## config.mk

```make
export PLATFORM = sky130hd
export DESIGN_NAME = retrieval_pointer_extent_parser_unit
export DESIGN_NICKNAME = d
export VERILOG_FILES = /design/src/hw/rtl/rpep_pkg.sv /design/src/hw/rtl/rpep_decode.sv /design/src/hw/rtl/rpep_result_reg.sv /design/src/hw/rtl/retrieval_pointer_extent_parser_unit.sv
export VERILOG_INCLUDE_DIRS = /design/src /design/src/hw/rtl
export SDC_FILE = /design/constraint.sdc
export NUM_CORES = 1
export LEC_CHECK = 0
export ABC_AREA = 1
export BUFFER_PORTS_ARGS = -buffer_cell sky130_fd_sc_hd__buf_2
export CORE_ASPECT_RATIO = 1.5
export CORE_MARGIN = 3
export CORE_UTILIZATION = 25
export DETAILED_ROUTE_END_ITERATION = 7
export SLEW_MARGIN = 25
export SYNTH_ARGS = -nofsm -noshare
export SYNTH_HDL_FRONTEND = slang
export SYNTH_SLANG_ARGS = --single-unit
```

## constraint.sdc

```tcl
create_clock -name clock -period 3.6 [get_ports clock]
set_input_delay 0.72 -clock clock [delete_from_list [all_inputs] [get_ports clock]]
set_output_delay 0.72 -clock clock [all_outputs]
set_load 0.02 [all_outputs]
```

## src/hw/rtl/retrieval_pointer_extent_parser_unit_defines.svh

```systemverilog
// ----------------------------------------------------------------------------
// Retrieval pointer extent parser assertion macros
// Shared concurrent assertion forms for the parser's RTL files.
// ----------------------------------------------------------------------------
`ifndef RETRIEVAL_POINTER_EXTENT_PARSER_UNIT_DEFINES_SVH
`define RETRIEVAL_POINTER_EXTENT_PARSER_UNIT_DEFINES_SVH

// Same-cycle implication, sampled on the clock and disabled during reset.
`define RPEP_ASSERT_NOW(label, clk, rst, ante, cons) \
   label: assert property (@(posedge clk) disable iff (rst) (ante) |-> (cons)) \
      else $error("parser assertion failed");

// Next-cycle implication, sampled on the clock and disabled during reset.
`define RPEP_ASSERT_NEXT(label, clk, rst, ante, cons) \
   label: assert property (@(posedge clk) disable iff (rst) (ante) |=> (cons)) \
      else $error("parser assertion failed");

`endif

```

## src/hw/rtl/rpep_pkg.sv

```systemverilog
// ----------------------------------------------------------------------------
// Retrieval pointer extent parser package
// Types and constants shared by the parser's decode, result and top modules.
// ----------------------------------------------------------------------------
`default_nettype none

package rpep_pkg;

   // Field positions and masks of a pointer's first word.
   localparam int unsigned FMT_SHIFT  = 14;
   localparam int unsigned HALF_SHIFT = 16;
   localparam logic [15:0] F1_CNT_MASK  = 16'o0377;
   localparam logic [15:0] F1_HI_MASK   = 16'o037400;
   localparam logic [15:0] F23_CNT_MASK = 16'o037777;

   // Pointer format codes from the top two bits of the first word.
   localparam logic [1:0] FMT_PLACEMENT = 2'd0;
   localparam logic [1:0] FMT_ONE       = 2'd1;
   localparam logic [1:0] FMT_TWO       = 2'd2;
   localparam logic [1:0] FMT_THREE     = 2'd3;

   // Running virtual block number after a restart.
   localparam logic [31:0] VBN_START = 32'd1;

   // Position of the next word within the current pointer.
   typedef enum logic [1:0] {
      POS_FIRST,
      POS_SECOND,
      POS_THIRD,
      POS_FOURTH
   } pos_type;

   // One map word with its framing flags.
   typedef struct packed {
      logic [15:0] map_word;
      logic        first_of_map;
      logic        last_of_map;
   } word_type;

   // One result word.
   typedef struct packed {
      logic        extent_valid;
      logic [31:0] start_vbn;
      logic [31:0] start_lbn;
      logic [30:0] block_count;
      logic        truncated;
      logic        map_done;
   } result_type;

endpackage

`default_nettype wire

```

## src/hw/rtl/rpep_decode.sv

```systemverilog
// ----------------------------------------------------------------------------
// Retrieval pointer decode
// Holds the parse state and decodes the current map word into a result.
// ----------------------------------------------------------------------------
`default_nettype none

module rpep_decode (
   input  wire                 clock,
   input  wire                 reset,
   input  wire                 step,
   input  rpep_pkg::word_type  word,
   output logic                has_result,
   output rpep_pkg::result_type result
);

   rpep_pkg::pos_type pos_ff, pos_in, cur_pos;
   logic [1:0]  format_ff, format_in, cur_format;
   logic [15:0] hold1_ff, hold1_in;
   logic [15:0] hold2_ff, hold2_in;
   logic [15:0] hold3_ff, hold3_in;
   logic [31:0] vbn_ff, vbn_in, cur_vbn;
   logic        complete;
   logic [30:0] count;
   logic [31:0] lbn;
   logic [15:0] w;

   // A first word restarts the parse before it is decoded.
   always_comb begin
      w = word.map_word;
      cur_pos = word.first_of_map ? rpep_pkg::POS_FIRST : pos_ff;
      cur_vbn = word.first_of_map ? rpep_pkg::VBN_START : vbn_ff;
      cur_format = format_ff;
      complete = 1'b0;
      count = '0;
      lbn = '0;
      pos_in = cur_pos;
      hold1_in = hold1_ff;
      hold2_in = hold2_ff;
      hold3_in = hold3_ff;
      case (cur_pos)
         rpep_pkg::POS_FIRST: begin
            cur_format = w[rpep_pkg::FMT_SHIFT +: 2];
            hold1_in = w;
            if (cur_format != rpep_pkg::FMT_PLACEMENT) begin
               pos_in = rpep_pkg::POS_SECOND;
            end
         end
         rpep_pkg::POS_SECOND: begin
            hold2_in = w;
            if (cur_format == rpep_pkg::FMT_ONE) begin
               count = {23'd0, hold1_ff[7:0] & rpep_pkg::F1_CNT_MASK[7:0]} + 31'd1;
               lbn = {10'd0, hold1_ff[13:8] & rpep_pkg::F1_HI_MASK[13:8], w};
               complete = 1'b1;
            end else begin
               pos_in = rpep_pkg::POS_THIRD;
            end
         end
         rpep_pkg::POS_THIRD: begin
            hold3_in = w;
            if (cur_format == rpep_pkg::FMT_TWO) begin
               count = {17'd0, hold1_ff[13:0] & rpep_pkg::F23_CNT_MASK[13:0]} + 31'd1;
               lbn = {w, hold2_ff};
               complete = 1'b1;
            end else begin
               pos_in = rpep_pkg::POS_FOURTH;
            end
         end
         default: begin
            count = {1'b0, hold1_ff[13:0] & rpep_pkg::F23_CNT_MASK[13:0], hold2_ff}
                    + 31'd1;
            lbn = {w, hold3_ff};
            complete = 1'b1;
         end
      endcase
      format_in = cur_format;
      vbn_in = cur_vbn;

      // Build the result word and close the pointer or the map.
      result = '0;
      has_result = 1'b0;
      if (complete) begin
         has_result = 1'b1;
         result.extent_valid = 1'b1;
         result.start_vbn = cur_vbn;
         result.start_lbn = lbn;
         result.block_count = count;
         result.map_done = word.last_of_map;
         vbn_in = cur_vbn + {1'b0, count};
         pos_in = rpep_pkg::POS_FIRST;
      end else if (word.last_of_map) begin
         has_result = 1'b1;
         result.truncated = (pos_in != rpep_pkg::POS_FIRST);
         result.map_done = 1'b1;
         pos_in = rpep_pkg::POS_FIRST;
      end
   end

   // Control state, updated only when a word is consumed.
   always_ff @(posedge clock) begin
      if (reset) begin
         pos_ff <= rpep_pkg::POS_FIRST;
         format_ff <= rpep_pkg::FMT_PLACEMENT;
         vbn_ff <= rpep_pkg::VBN_START;
      end else if (step) begin
         pos_ff <= pos_in;
         format_ff <= format_in;
         vbn_ff <= vbn_in;
      end
   end

   // Held pointer words.
   always_ff @(posedge clock) begin
      if (step) begin
         hold1_ff <= hold1_in;
         hold2_ff <= hold2_in;
         hold3_ff <= hold3_in;
      end
   end

endmodule

`default_nettype wire

```

## src/hw/rtl/rpep_result_reg.sv

```systemverilog
// ----------------------------------------------------------------------------
// Retrieval pointer result register
// Holds one result word until the receiver takes it.
// ----------------------------------------------------------------------------
`default_nettype none

module rpep_result_reg (
   input  wire                   clock,
   input  wire                   reset,
   input  wire                   load,
   input  rpep_pkg::result_type  result_in,
   input  wire                   rsp_stall,
   output logic                  out_free,
   output logic                  out_valid,
   output rpep_pkg::result_type  result_out
);

   logic                 valid_ff, valid_in;
   rpep_pkg::result_type data_ff;

   // The register frees up in the same cycle its word is taken.
   always_comb begin
      out_free = !valid_ff || !rsp_stall;
      if (load) begin
         valid_in = 1'b1;
      end else if (out_free) begin
         valid_in = 1'b0;
      end else begin
         valid_in = valid_ff;
      end
      out_valid = valid_ff;
      result_out = data_ff;
   end

   always_ff @(posedge clock) begin
      if (reset) begin
         valid_ff <= 1'b0;
      end else begin
         valid_ff <= valid_in;
      end
   end

   always_ff @(posedge clock) begin
      if (load) begin
         data_ff <= result_in;
      end
   end

endmodule

`default_nettype wire

```

## src/hw/rtl/retrieval_pointer_extent_parser_unit.sv

```systemverilog
// ----------------------------------------------------------------------------
// Retrieval pointer extent parser
// Decodes the words of a file header map area into extents.
// ----------------------------------------------------------------------------
// Usage:
// The req_ channel takes one 16-bit map word per cycle with its first and
// last flags; a word is taken when req_valid is high and req_stall is low.
// The rsp_ channel gives one result word per completed retrieval pointer,
// and one at the end of the map when the last word closes no pointer; a
// word is taken when rsp_valid is high and rsp_stall is low.
// Path: a map word is held in the input register, and its result is then
// held in the result register, where it is offered on the rsp_ channel.
// Throughput: one map word per cycle while no result waits for the result
// register, set by the single decode pass between the two registers.
// A map word that yields no result passes through even while the receiver
// stalls; a word that yields a result waits in the input register until the
// result register is free, and req_stall then rises.
// Reset empties both registers, returns the parse to a pointer's first
// word and sets the running virtual block number to one.
// ----------------------------------------------------------------------------
`default_nettype none

`include "retrieval_pointer_extent_parser_unit_defines.svh"

module retrieval_pointer_extent_parser_unit (
   input  wire         clock,
   input  wire         reset,
   input  wire         req_valid,
   output logic        req_stall,
   input  wire  [15:0] req_map_word,
   input  wire         req_first_of_map,
   input  wire         req_last_of_map,
   output logic        rsp_valid,
   input  wire         rsp_stall,
   output logic        rsp_extent_valid,
   output logic [31:0] rsp_start_vbn,
   output logic [31:0] rsp_start_lbn,
   output logic [30:0] rsp_block_count,
   output logic        rsp_truncated,
   output logic        rsp_map_done
);

   logic                 in_valid_ff, in_valid_in;
   rpep_pkg::word_type   in_word_ff;
   logic                 req_take;
   logic                 advance;
   logic                 has_result;
   logic                 out_free;
   rpep_pkg::result_type dec_result;
   rpep_pkg::result_type out_result;

   // A held word advances unless its result has nowhere to go.
   always_comb begin
      advance = in_valid_ff && (!has_result || out_free);
      req_stall = in_valid_ff && !advance;
      req_take = req_valid && !req_stall;
      if (req_take) begin
         in_valid_in = 1'b1;
      end else if (advance) begin
         in_valid_in = 1'b0;
      end else begin
         in_valid_in = in_valid_ff;
      end
   end

   // Input register.
   always_ff @(posedge clock) begin
      if (reset) begin
         in_valid_ff <= 1'b0;
      end else begin
         in_valid_ff <= in_valid_in;
      end
   end

   always_ff @(posedge clock) begin
      if (req_take) begin
         in_word_ff.map_word <= req_map_word;
         in_word_ff.first_of_map <= req_first_of_map;
         in_word_ff.last_of_map <= req_last_of_map;
      end
   end

   rpep_decode u_decode (
      .clock      (clock),
      .reset      (reset),
      .step       (advance),
      .word       (in_word_ff),
      .has_result (has_result),
      .result     (dec_result)
   );

   rpep_result_reg u_result (
      .clock      (clock),
      .reset      (reset),
      .load       (advance && has_result),
      .result_in  (dec_result),
      .rsp_stall  (rsp_stall),
      .out_free   (out_free),
      .out_valid  (rsp_valid),
      .result_out (out_result)
   );

   // Result word onto the ports.
   always_comb begin
      rsp_extent_valid = out_result.extent_valid;
      rsp_start_vbn = out_result.start_vbn;
      rsp_start_lbn = out_result.start_lbn;
      rsp_block_count = out_result.block_count;
      rsp_truncated = out_result.truncated;
      rsp_map_done = out_result.map_done;
   end

   // A result without an extent only ever closes a map.
   `RPEP_ASSERT_NOW(a_empty_closes_map, clock, reset, rsp_valid && !rsp_extent_valid, rsp_map_done && rsp_start_vbn == 32'd0 && rsp_block_count == 31'd0)
   // An extent is never flagged as truncated and always has blocks.
   `RPEP_ASSERT_NOW(a_extent_whole, clock, reset, rsp_valid && rsp_extent_valid, !rsp_truncated && rsp_block_count != 31'd0)
   // A stalled result with a waiting word holds the input side back.
   `RPEP_ASSERT_NOW(a_stall_backs_up, clock, reset, rsp_valid && rsp_stall && in_valid_ff && has_result, req_stall)
   // A word that leaves the input register with a result lands in the result register.
   `RPEP_ASSERT_NEXT(a_result_loaded, clock, reset, advance && has_result, rsp_valid)

endmodule

`default_nettype wire
```

==> results.md, run 1 <==
- Die Span Y: 262 um
- YS warnings: 0
- Initial antenna violation count: 1
- Cell family with most CP delay: simple AND/OR/NAND/NOR gates
- Routed Antenna Nets: 0
- Initial Util: 0.254
- Asr flop ratio synth: 0
- Cell count after synthesis: 1305
- DR pass1 iterations: 5
- Yosys reg bits: 200
- CTS sink count: 200
- Layout Nets: 1519
- Final core utilization: 0.307
- Final setup violation count: 0
- Synth area leaders: edfxtp_1 44%, nand2_1 11%, dfxtp_1 6.9%
- Post-synth EDFFs: 162
- Lkg Pwr: 0.00567 uW
- Outcome: finished, final reports clean
- Tmin final: 3400 ps
- DR vias/cell: 4.61
- Worst-margin pin slew: 781 ps
- Pwr dens: 359 mW/mm2
- Gr ovfl total: 0
- Largest net degree at the start of global routing: 99
- First-pass GRT wire length: 55.1 mm
- I/O Buffers: 121
- CP startpoint kind: flop
- Worst Path Required: 3930 ps
- Vias post-DR: 9425
- Top cells by count, synth: 307 x nand2_1, 197 x inv_1, 162 x edfxtp_1
- # H-tree levels: 4
- Rows: 93
- Die Area: 0.0464 mm2
- TritonCTS clock tree: yes
- # DRC: 0
- Top-count cell post-synth: nand2_1
- Max Slew Vio Count: 0
- Seq/Total Area, Yosys: 0.513
- Routed length per instance: 18.1 um
- Chip Width: 177 um
- CP max-delay cell: edfxtp_1
- Overall power: 4770 uW
- RSZ-0062 raised after global routing: true
- Max_cap viols: 0
- Share of the synthesized area in the top cell type: 0.444
- Hold Path Class: in -> reg
- Post-Syn Nets: 1361
- Tot GR Track Use: 0.158
- Most Frequent Cell on Critical Path: nand2_1
- Worst setup EP type: flop
- # diodes: 0
- Core ar.: 0.0432 mm2
- Starting DRC count in detailed routing: 571
- Detailed Place HPWL: 28.7 mm
- Crit Path Class: reg -> reg
- Mapped cell area: 0.0110 mm2
- Fin Clk Skew: 10.1 ps
- Clock buffer depth: 2
- Vias in the first global route: 9268
- CP max stage delay: 470 ps
- Layout area overhead: 21.0%
- Wirelength, routed: 36.9 mm
- Worst EP arrival: 3730 ps
- Top cell type by total area after synthesis: edfxtp_1
- Share of layout cells above drive strength 1: 0.190
- Reg2reg setup slack: 200 ps
- Num CTS Buffers: 17
- Crit path buf inv count: 4
- CTS root buffer: clkbuf_16
- Final hold vios: 0
- Final worst-path cycle share: 0.945
- VDD IR max: 330 uV
- Clk_lat worst skew: 460 ps
- Slew Limit Headroom: 0.473
- GPL Wtd Cong: 0.941
- Max FO, Critical Path: 9
- Fmax: 294 MHz
- Clock slew at reported path FFs: 80 ps
- Ys flop type: edfxtp_1
- Synth cell types: 48
- Avg Cell Area, Syn: 8.40 um2
- # IOs: 122
- CP cell instances: inv_2 > nand2_4 > nor2_1 > nand2_1 > inv_2 > nor2_4 > o22ai_1 > ha_1 > inv_1 > fa_1 > inv_1 > nand3_1 > nand3_1 > nand2_1 > nand2_1 > a21oi_1 > o21ai_0 > a21oi_1
## kinds of logic after synthesis
logic type,synth area share
and+or+nand+nor,0.223
adders and majority gates,0.0395
xor gates and xnor gates,0.0104
buffers and inverters,0.0896
DFF,0.513
AOI/OAI and AO/OA,0.125
## report_power, final
group / internal, uW / switching, uW
Combinational: 91.9 / 228
Sequential: 2560 / 48.0
Clock: 900 / 936
## timing repair
item,in CTS,in global routing
hold buffers,0,0
endpoints found under the setup margin,15,22
gates resized for setup,4,41
pin swaps,0,4
buffers inserted,0,3
## flip-flops by register name (all words and copies together) (netlist names)
signal / flops
u_result.out_valid: 1
u_decode.hold2_ff: 16
in_valid_ff: 1
u_decode.pos_ff: 2
u_decode.format_ff: 2
u_decode.hold3_ff: 16
in_word_ff: 18
u_decode.hold1_ff: 14
u_decode.vbn_ff: 32
u_result.result_out: 98
## through the flow
stage	TNS, ps	hold slack, ps	setup slack, ps	area [um2]	std cells
2_1_floorplan	0	430	343	11000	1305
3_3_place_gp	-1170	439	-170	12500	2011
3_5_place_dp	-1790	446	-233	12500	2011
4_1_cts	0	404	21.0	13100	2042
5_1_grt	-42.1	411	-26.1	13300	2045
6_report	0	434	199	13300	2045
## cell usage in the layout, fill, tap and decap left out, types with 5 or more instances in the layout
master / count
buf_2: 121
a21oi_2: 8
nand2_1: 298
inv_2: 8
o21ai_1: 30
dfxtp_1: 38
nand3_1: 52
xor2_1: 6
nand2_2: 12
nand4_1: 10
xnor2_1: 6
o211ai_1: 5
or2_2: 5
clkbuf_16: 17
o22ai_1: 10
a22oi_1: 5
o221ai_1: 7
ha_1: 31
nor2_4: 5
o21ai_0: 49
nor2_2: 6
buf_4: 55
edfxtp_1: 162
nor3_2: 7
nor3_1: 46
nor2_1: 116
inv_1: 195
inv_6: 6
nand3b_1: 5
a21oi_1: 102
## layer usage
metal / global-route usage / up-vias / share of wire
li1: - / 4674 / -
met1: 0.166 / 4464 / 0.38
met2: 0.299 / 210 / 0.55
met3: 0.0276 / 75 / 0.033
met4: 0.0729 / 2 / 0.043
met5: 0 / - / 0.00019
## path summary, 6_finish.rpt
check,endpoint,startpoint,cells past startpoint
worst max-delay path,u_decode.vbn_ff[8],in_word_ff[1],18
worst min-delay path,in_word_ff[17],req_map_word[15],1
worst max register to register,u_decode.vbn_ff[8],in_word_ff[1],18
worst min register to register,u_decode.vbn_ff[1],u_decode.vbn_ff[1],2
## cell type report
cell class	count	area, um2
Sequential cell	200	5630
Inverter	205	776
Fill cell	4519	29900
Clock inverter	14	115
Tap cell	570	713
Multi-Input combinational cell	859	4510
Timing Repair Buffer	180	1100
Clock buffer	17	425
No activity file was read; power rests on OpenSTA's default activity.
==> run 2: changes to the inputs <==
==> constraint.sdc (replaced) <==
create_clock -name clock -period 3.1 [get_ports clock]
set_input_delay 0.62 -clock clock [delete_from_list [all_inputs] [get_ports clock]]
set_output_delay 0.62 -clock clock [all_outputs]
set_load 0.02 [all_outputs]
==> run 2 against run 1 <==
  * Cell count up 8.8%
  * Die area unchanged
  * Via count up 7.2%
  * Register-to-register slack worse by 180 ps
  * Clock power up 23%
  * Sequential power up 16%
  * Combinational power up 47%
  * Utilization up 5.0 points
  * Critical endpoint is now u_decode.vbn_ff[30]
  * Largest power group unchanged
==> results.md, run 2 (synthesis gave the netlist of run 1 again) <==
- Outcome: finished, final reports clean
- Crit path buf inv count: 6 (+2)
- # diodes: 0 (unchanged)
- Routed metal-1 wirelength: 14.5 mm (+4.0%)
- # IOs: 122 (unchanged)
- Fin Clk Skew: 14.8 ps (+4.71 ps)
- Max_cap viols: 0 (unchanged)
- Routed Antenna Nets: 0 (unchanged)
- Most common cell after layout, fill and taps aside: nand2_1
- Hold-fix buffers, CTS: 0 (unchanged)
- Die Span Y: 262 um (unchanged)
- TritonCTS clock tree: yes
- Setup TNS Final: 0 ps (unchanged)
- Most Frequent Cell on Critical Path: nand2_1
- Worst-margin pin slew: 717 ps (-63.6 ps)
- CP max-delay cell: edfxtp_1
- Worst EP arrival: 3480 ps (-250 ps)
- Most frequent cells in the layout: 255 x nand2_1, 225 x buf_4, 187 x inv_1
- GPL Wtd Cong: 0.988 (+5.0%)
- Die Area: 0.0464 mm2 (unchanged)
- Hold Path Class: in -> reg
- Share of layout cells above drive strength 1: 0.370 (+0.181)
- DR vias/cell: 4.54 (-1.4%)
- CP cell instances: buf_6 > nand2_1 > inv_2 > nand2_2 > nor2_4 > nand2_4 > nor2_4 > buf_6 > nand3_1 > nand2_2 > nand2_2 > a211oi_2 > buf_4 > ha_4 > buf_6 > nand2_1 > inv_1 > a21oi_2 > nand2_1 > a21oi_2 > nand2_1 > nand2_1 > nand3_2 > a21oi_2
- Final instance area: 0.0154 mm2 (+16%)
- DR pass1 iterations: 4 (-1)
- Pwr dens: 374 mW/mm2 (+3.9%)
- Chip Width: 177 um (unchanged)
- Lkg Pwr: 0.00669 uW (+18%)
- Crit Path Class: reg -> reg
- RSZ-0062 raised after global routing: true
- Overall power: 5770 uW (+21%)
- First-pass GRT wire length: 57.7 mm (+4.7%)
- Num CTS Buffers: 17 (unchanged)
- Layout Nets: 1698 (+12%)
- Vias in the first global route: 10100 (+9.0%)
- Clk_lat worst skew: 470 ps (about the same)
- CP max stage delay: 420 ps (-50 ps)
- Slew Limit Headroom: 0.516 (+0.0429)
- Worst setup EP type: flop
- Vias post-DR: 10100 (+7.2%)
- Worst Path Required: 3500 ps (-430 ps)
- Filler cells: 4437 (-1.8%)
- CP startpoint kind: flop
- Max Slew Vio Count: 0 (unchanged)
- Met3 wire length: 820 um (-33%)
- Largest net degree at the start of global routing: 63 (-36%)
- Top sig layer: met4
- Cell family with most CP delay: simple AND/OR/NAND/NOR gates
- Fmax: 324 MHz (+10%)
- Met2 routed WL: 22.0 mm (+9.2%)
- # DRC: 0 (unchanged)
- CTS sink count: 200 (unchanged)
- CTS root buffer: clkbuf_16
- Final worst-path cycle share: 0.995 (+0.0503)
- Tot GR Track Use: 0.164 (+0.00634)
- Gr ovfl total: 0 (unchanged)
- Wirelength, routed: 39.0 mm (+5.5%)
- Tmin final: 3080 ps (-316 ps)
- Rows: 93 (unchanged)
- Final hold vios: 0 (unchanged)
- I/O Buffers: 121 (unchanged)
- Max FO, Critical Path: 4 (-5)
- Layout area overhead: 40.9%
- # H-tree levels: 4 (unchanged)
- Clock buffer depth: 2 (unchanged)
- Final setup violation count: 0 (unchanged)
- Initial Util: 0.254 (unchanged)
- VDD IR max: 312 uV (-5.5%)
- Detailed Place HPWL: 30.6 mm (+6.7%)
- Starting DRC count in detailed routing: 482 (-16%)
- Initial antenna violation count: 0 (-1)
- Post-place instance area: 0.0136 mm2 (+8.7%)
- Final core utilization: 0.358 (+0.0503)
- Max reg flops: 98 (unchanged)
- Clock slew at reported path FFs: 80 ps (about the same)
- Routed length per instance: 17.5 um (-3.1%)
- Core ar.: 0.0432 mm2 (unchanged)
[run 2: stage by stage]
step | std cells | setup slack (ps) | hold slack (ps)
2_1_floorplan | 1305 | 67.1 | 430
3_3_place_gp | 2157 | -577 | 440
3_5_place_dp | 2157 | -580 | 445
4_1_cts | 2203 | -3.37 | 297
5_1_grt | 2225 | -213 | 308
6_report | 2225 | 15.3 | 325
[run 2: report_power, final]
part	switching (uW)	leakage [uW]	total [uW]	internal, uW
combinational	301	0.00460	470	170
sequential	50.2	0.00180	3030	2980
clock	1130	0.000289	2270	1140
[run 2: final cells by class]
cell class                 count  area (um2)  share of cell area
clock inverter                15         161              0.0105
clock buffer                  17         425              0.0276
timing repair buffer         359        2480               0.160
tap                          570         713              0.0462
inverter                     205         776              0.0502
multi-input combinational    859        5260               0.341
sequential                   200        5630               0.364
[run 2: final timing paths]
kind                              end  slack, ps  depth (start not counted)                  from
setup / recovery  u_decode.vbn_ff[30]         20                         24  u_decode.hold1_ff[2]
hold / removal          in_word_ff[0]        330                          1       req_last_of_map
setup reg to reg  u_decode.vbn_ff[30]         20                         24  u_decode.hold1_ff[2]
hold reg to reg    u_decode.vbn_ff[1]        460                          2    u_decode.vbn_ff[1]
[run 2: what timing repair did]
item | 4_1_cts | 5_1_grt
pin swaps | 17 | 49
resized for setup | 64 | 177
endpoints found under the setup margin | 26 | 28
gates cloned | 0 | 0
buffers inserted | 14 | 23
[run 2: per-layer routing]
metal	GRT usage	vias to the layer above
met5	0	-
met4	0.0769	0
met3	0.0210	70
met2	0.319	178
met1	0.170	4836
li1	-	5022
